### src/sv/mmc_ram.sv
`timescale 1ns / 1ps
// ----------------------------------------------------------------------------
// mmc_ram: generic simple dual-port RAM
// One write port and one read port, read data registered.
// ----------------------------------------------------------------------------
module mmc_ram #(
  parameter int WIDTH = 8,
  parameter int DEPTH = 16
) (
  input  logic                                   clk,
  input  logic                                   we,
  input  logic [(DEPTH > 1 ? $clog2(DEPTH) : 1)-1:0] waddr,
  input  logic [WIDTH-1:0]                       wdata,
  input  logic [(DEPTH > 1 ? $clog2(DEPTH) : 1)-1:0] raddr,
  output logic [WIDTH-1:0]                       rdata
);

  logic [WIDTH-1:0] mem_r [DEPTH];
  logic [WIDTH-1:0] rdata_r;

  always_ff @(posedge clk) begin
    if (we) begin
      mem_r[waddr] <= wdata;
    end
    rdata_r <= mem_r[raddr];
  end

  assign rdata = rdata_r;

endmodule

### config.mk
export PLATFORM = sky130hd
export DESIGN_NAME = mmc_ram
export DESIGN_NICKNAME = d
export VERILOG_FILES = /design/src/sv/mmc_ram.sv
export SDC_FILE = /design/constraint.sdc
export NUM_CORES = 1
export LEC_CHECK = 0
export ABC_CLOCK_PERIOD_IN_PS = 2100
export BUFFER_PORTS_ARGS = -buffer_cell sky130_fd_sc_hd__buf_4
export CAP_MARGIN = 20
export CELL_PAD_IN_SITES_DETAIL_PLACEMENT = 0
export CELL_PAD_IN_SITES_GLOBAL_PLACEMENT = 1
export CORE_MARGIN = 2
export CORE_UTILIZATION = 25
export DETAILED_ROUTE_END_ITERATION = 10
export PLACE_DENSITY = 0.4
export SLEW_MARGIN = 10
export SYNTH_ARGS = -nofsm -noshare
export SYNTH_HDL_FRONTEND = slang
export SYNTH_SLANG_ARGS = --single-unit
### constraint.sdc
create_clock -name clk -period 2.1 [get_ports clk]
set_input_delay 0.42 -clock clk [delete_from_list [all_inputs] [get_ports clk]]
set_output_delay 0.42 -clock clk [all_outputs]
set_load 0.02 [all_outputs]
## After elaboration in Yosys (flattened, before gate mapping)

Memories as Yosys holds them, arrays and structs flattened. A register that Yosys moved wholly into a read port is not among the register bits.
Cells that the tools add are included.

| cells by class | value |
|---|---|
| muxes and demuxes | 2 |

Operators with widths:

| kind | count |
|---|---|
| $mux 1 | 2 |

| word-level totals | value |
|---|---|
| flip-flop bits (word level) | 0 |
| bits in writable memories | 128 |
| bits of input ports | 18 |
| memories | 1 |

Memory list:

| memory | depth | bits a word | read ports | clocked after memory_dff | wr ports | line | RTL |
|---|---|---|---|---|---|---|---|
| mem_r | 16 | 8 | 1 | 1 | 1 | 18 | `logic [WIDTH-1:0] mem_r [DEPTH];` |

## Depth between registers and ports, before layout

| depth | value |
|---|---|
| depth in word-level cells | 2 |
| mapped depth | 5 |
| mapped depth without buffers | 3 |

## Worst setup path before layout

No wires, ideal clock.

| timing path | value |
|---|---|
| kind | input to register |
| from | input waddr[2] (netlist bit) |
| to | memory mem_r[0][0] (enable) |
| library setup time | 0.383 ns |
| data arrival time | 1.530 ns |
| data required time | 1.717 ns |
| setup slack | 0.187 ns |
| stages | 2 |
| buffers on the path | 0 |
| cell sequence | or3b_2 > nor3_1 |

RTL lines:

| item | line | RTL |
|---|---|---|
| start, declared | 12 | `input logic [(DEPTH > 1 ? $clog2(DEPTH) : 1)-1:0] waddr,` |
| end, declared | 18 |  |

Straight into the memory's write port.

==> impl_metrics.tcl <==
set metrics [dict create \
    outcome "completed" \
    finish.utilization_pct 31.66 \
    post-layout-total-power_mw 6.422 \
    antenna_cells_inserted 0 \
    layout_worst_path_cycle_share_pct 72.46 \
    maximum_number_of_pins_on_one_net_before_global_route_repair 19 \
    crit_path_max_fanout 9 \
    totalNegativeSetupSlack_ns 0 \
    cp_startpoint_kind "primary input" \
    num-nets-final 305 \
    global_placement_routability_congestion 0.6757 \
    n_fill_cell 1930 \
    detail_route.wirelength_mm 12.13 \
    post_cts.repair.setup_buffers 0 \
    area_growth_syn_to_layout_pct 24.45 \
    max-vdd-ir-drop_mv 0.4171 \
    detail-route-antenna-nets 0 \
    antenna_found_initial 0 \
    synth_edf_count 128 \
    cts_max_path_buffers 2 \
    clock_sink_total 136 \
    p_leak_nw 2.135 \
    ctsResizeCount 0 \
    seqPwrFrac_pct 47.6 \
    average_wire_per_standard_cell_um 21.29 \
    yosysTopAreaCell "sky130_fd_sc_hd__edfxtp_1" \
    syn-num-nets 247 \
    register_area_share_after_synthesis_pct 77.78 \
    synth.ff_latch_count 136 \
    total_switching_power_mw 1.352 \
    netlist_top_cells_count "128 x sky130_fd_sc_hd__edfxtp_1, 18 x sky130_fd_sc_hd__mux4_2, 16 x sky130_fd_sc_hd__a22oi_1" \
    chipHeight_um 147.5 \
    detailedPlacementHpwl_mm 8.208 \
    vias 2416 \
    dominantRegCellSynth "sky130_fd_sc_hd__edfxtp_1" \
    worstSetupEndpointType "flop" \
    netlist_instances 229 \
    first_global_vias 2531 \
    holdBufCountCts 0 \
    via_cell_ratio 4.239 \
    rsz0062_at_grt "no" \
    async_flop_share_pct 0 \
    portion_of_total_power_attributed_to_combinational_logic_pct 5.3 \
    library_cell_used_as_clock_root_buffer "sky130_fd_sc_hd__clkbuf_16" \
    power_density_mw_per_mm2 1002 \
    finalCriticalPeriod_ns 1.522 \
    io-pin-count 26 \
    worst_ep_arrival_time_ns 1.82 \
    clockPowerShare_pct 47.1 \
    leading_cell_type_by_number_of_instances_after_synthesis "sky130_fd_sc_hd__edfxtp_1" \
    slew_headroom_pct 42.91 \
    num_cts_buffers 17 \
    maxCapViolCount 0 \
    synth_top_cells_by_area "sky130_fd_sc_hd__edfxtp_1 75%, sky130_fd_sc_hd__mux4_2 7.9%, sky130_fd_sc_hd__mux4_1 7.1%" \
    switching_share_of_total_power_pct 21.06 \
    port_bufs 25 \
    route.detailed.drc 0 \
    row_count 52 \
    yosys_warnings 0 \
    cts_clk_pin_slew_worst_paths_ns 0.06 \
    htree_levels 4 \
    grt_pass1_wl_mm 17.89 \
    number_of_endpoints_failing_setup_at_the_final_stage 0 \
    timing_worst_setup_path_type "in -> reg" \
    starting_density_pct 25.44 \
    layout_cells_sized_above_1_pct 32.33 \
    drt-initial-drc-count 150 \
    synth.distinct_cells 19 \
    finClkSkew_ns 0.01018 \
    synth.top_cell.area_share_pct 74.67 \
    clock_insertion_delay_worst_skew_ns 0.42 \
    hold_viol_final 0 \
    synth.avg_cell_area_sq_um 22.48 \
    grtUsageTotal_pct 12.07 \
    netlist_area_sq_mm 0.005147 \
    hold_path_class "in -> reg" \
    crit_path_required_time_ns 2.40 \
    internal_power_mw 5.069 \
    die-width_um 147.5 \
    die-area_sq_mm 0.02175 \
    drtPass1Iterations 4 \
    core_ar_sq_mm 0.02023 \
    clock.fmax_ghz 0.6572 \
    actual_slew_at_the_worst_max_slew_pin_ns 0.8532 \
    count_of_placed_standard_cells_including_taps 538 \
    grt_remaining_overflow 0 \
    drv_slew 0 \
    cts_tree "done" \
    finish.cell_count_without_fillers 570 \
]
==> layer usage <==
layer	track usage, %	part of all wire, %	up-vias
met5	0	0	-
met4	4.327	1.6	0
met3	3.549	3.1	14
met2	18.25	47	43
met1	16.63	48	1269
li1	-	-	1090
==> final cells by class <==
cell class                 count  area (sq um)  share of cell area, %
clock buffer                  20         436.7                  6.816
clock inverter                12         165.2                  2.578
multi-input combinational     83          1057                  16.50
sequential                   136          4004                  62.50
tap                          270         337.8                  5.273
timing repair buffer          49         405.4                  6.328
==> worst paths after layout <==
check / from / to / slack [ns] / cells past startpoint
max: raddr[0] / rdata[0] / 0.58 / 5
max reg2reg: mem_r[6][2] / rdata[2] / 0.62 / 3
min reg2reg: mem_r[15][5] / rdata[5] / 0.67 / 3
min: wdata[3] / mem_r[7][3] / 0.31 / 1
==> cell families after synthesis <==
group	after synthesis	synth area share [%]
AO/OA/AOI/OAI	16	2.334
buffers and inverters	10	1.677
flip-flops	136	77.78
AND/OR/NAND/NOR	35	3.184
multiplexers	32	15.02
==> cells in the final DEF, fill, tap and decap left out <==
cell type,count
sky130_fd_sc_hd__edfxtp_1,128
sky130_fd_sc_hd__buf_4,46
sky130_fd_sc_hd__mux4_2,18
sky130_fd_sc_hd__clkbuf_16,17
sky130_fd_sc_hd__a22oi_1,16
sky130_fd_sc_hd__mux4_1,14
sky130_fd_sc_hd__nor2_1,13
sky130_fd_sc_hd__nand2_1,9
sky130_fd_sc_hd__dfxtp_1,8
sky130_fd_sc_hd__nor3_1,4
sky130_fd_sc_hd__inv_6,4
sky130_fd_sc_hd__clkinvlp_4,3
sky130_fd_sc_hd__clkbuf_1,3
sky130_fd_sc_hd__bufinv_16,3
sky130_fd_sc_hd__buf_12,3
sky130_fd_sc_hd__nand3b_1,2
sky130_fd_sc_hd__nand2b_1,2
sky130_fd_sc_hd__clkinv_4,2
sky130_fd_sc_hd__nor2b_1,1
sky130_fd_sc_hd__and2_1,1
sky130_fd_sc_hd__and2b_1,1
sky130_fd_sc_hd__nand3_1,1
sky130_fd_sc_hd__or3b_2,1
==> sequential cells by signal, indices dropped and copies added, names as in the netlist <==
name / count
mem_r: 128
rdata: 8
==> critical path, cell delays in order <==
cell                      delay (ns)
sky130_fd_sc_hd__buf_4          0.18
sky130_fd_sc_hd__buf_4          0.25
sky130_fd_sc_hd__mux4_1         0.57
sky130_fd_sc_hd__a22oi_1        0.30
sky130_fd_sc_hd__nand2_1        0.09
==> power groups by stage <==
stage	Clock, mW	Combinational (mW)	Sequential (mW)
6_report	3.02	0.343	3.06
5_1_grt	3.20	0.376	3.06
4_1_cts	3.08	0.355	3.06
3_5_place_dp	0	0.354	3.12
3_3_place_gp	0	0.352	3.12
2_1_floorplan	0	0.154	3.13
==> per-stage QoR <==
| step | setup WS (ns) | cell area, sq um | hold slack [ns] |
|---|---|---|---|
| after CTS | 0.5906 | 6406 | 0.3043 |
| after detailed placement | 0.1441 | 5804 | 0.6637 |
| after global routing | 0.5346 | 6406 | 0.3211 |
| after floorplan | 0.1871 | 5147 | 0.5189 |
| final | 0.5784 | 6406 | 0.3068 |
| after global placement | 0.1394 | 5804 | 0.6572 |
Power figures use the tool's default switching activity.
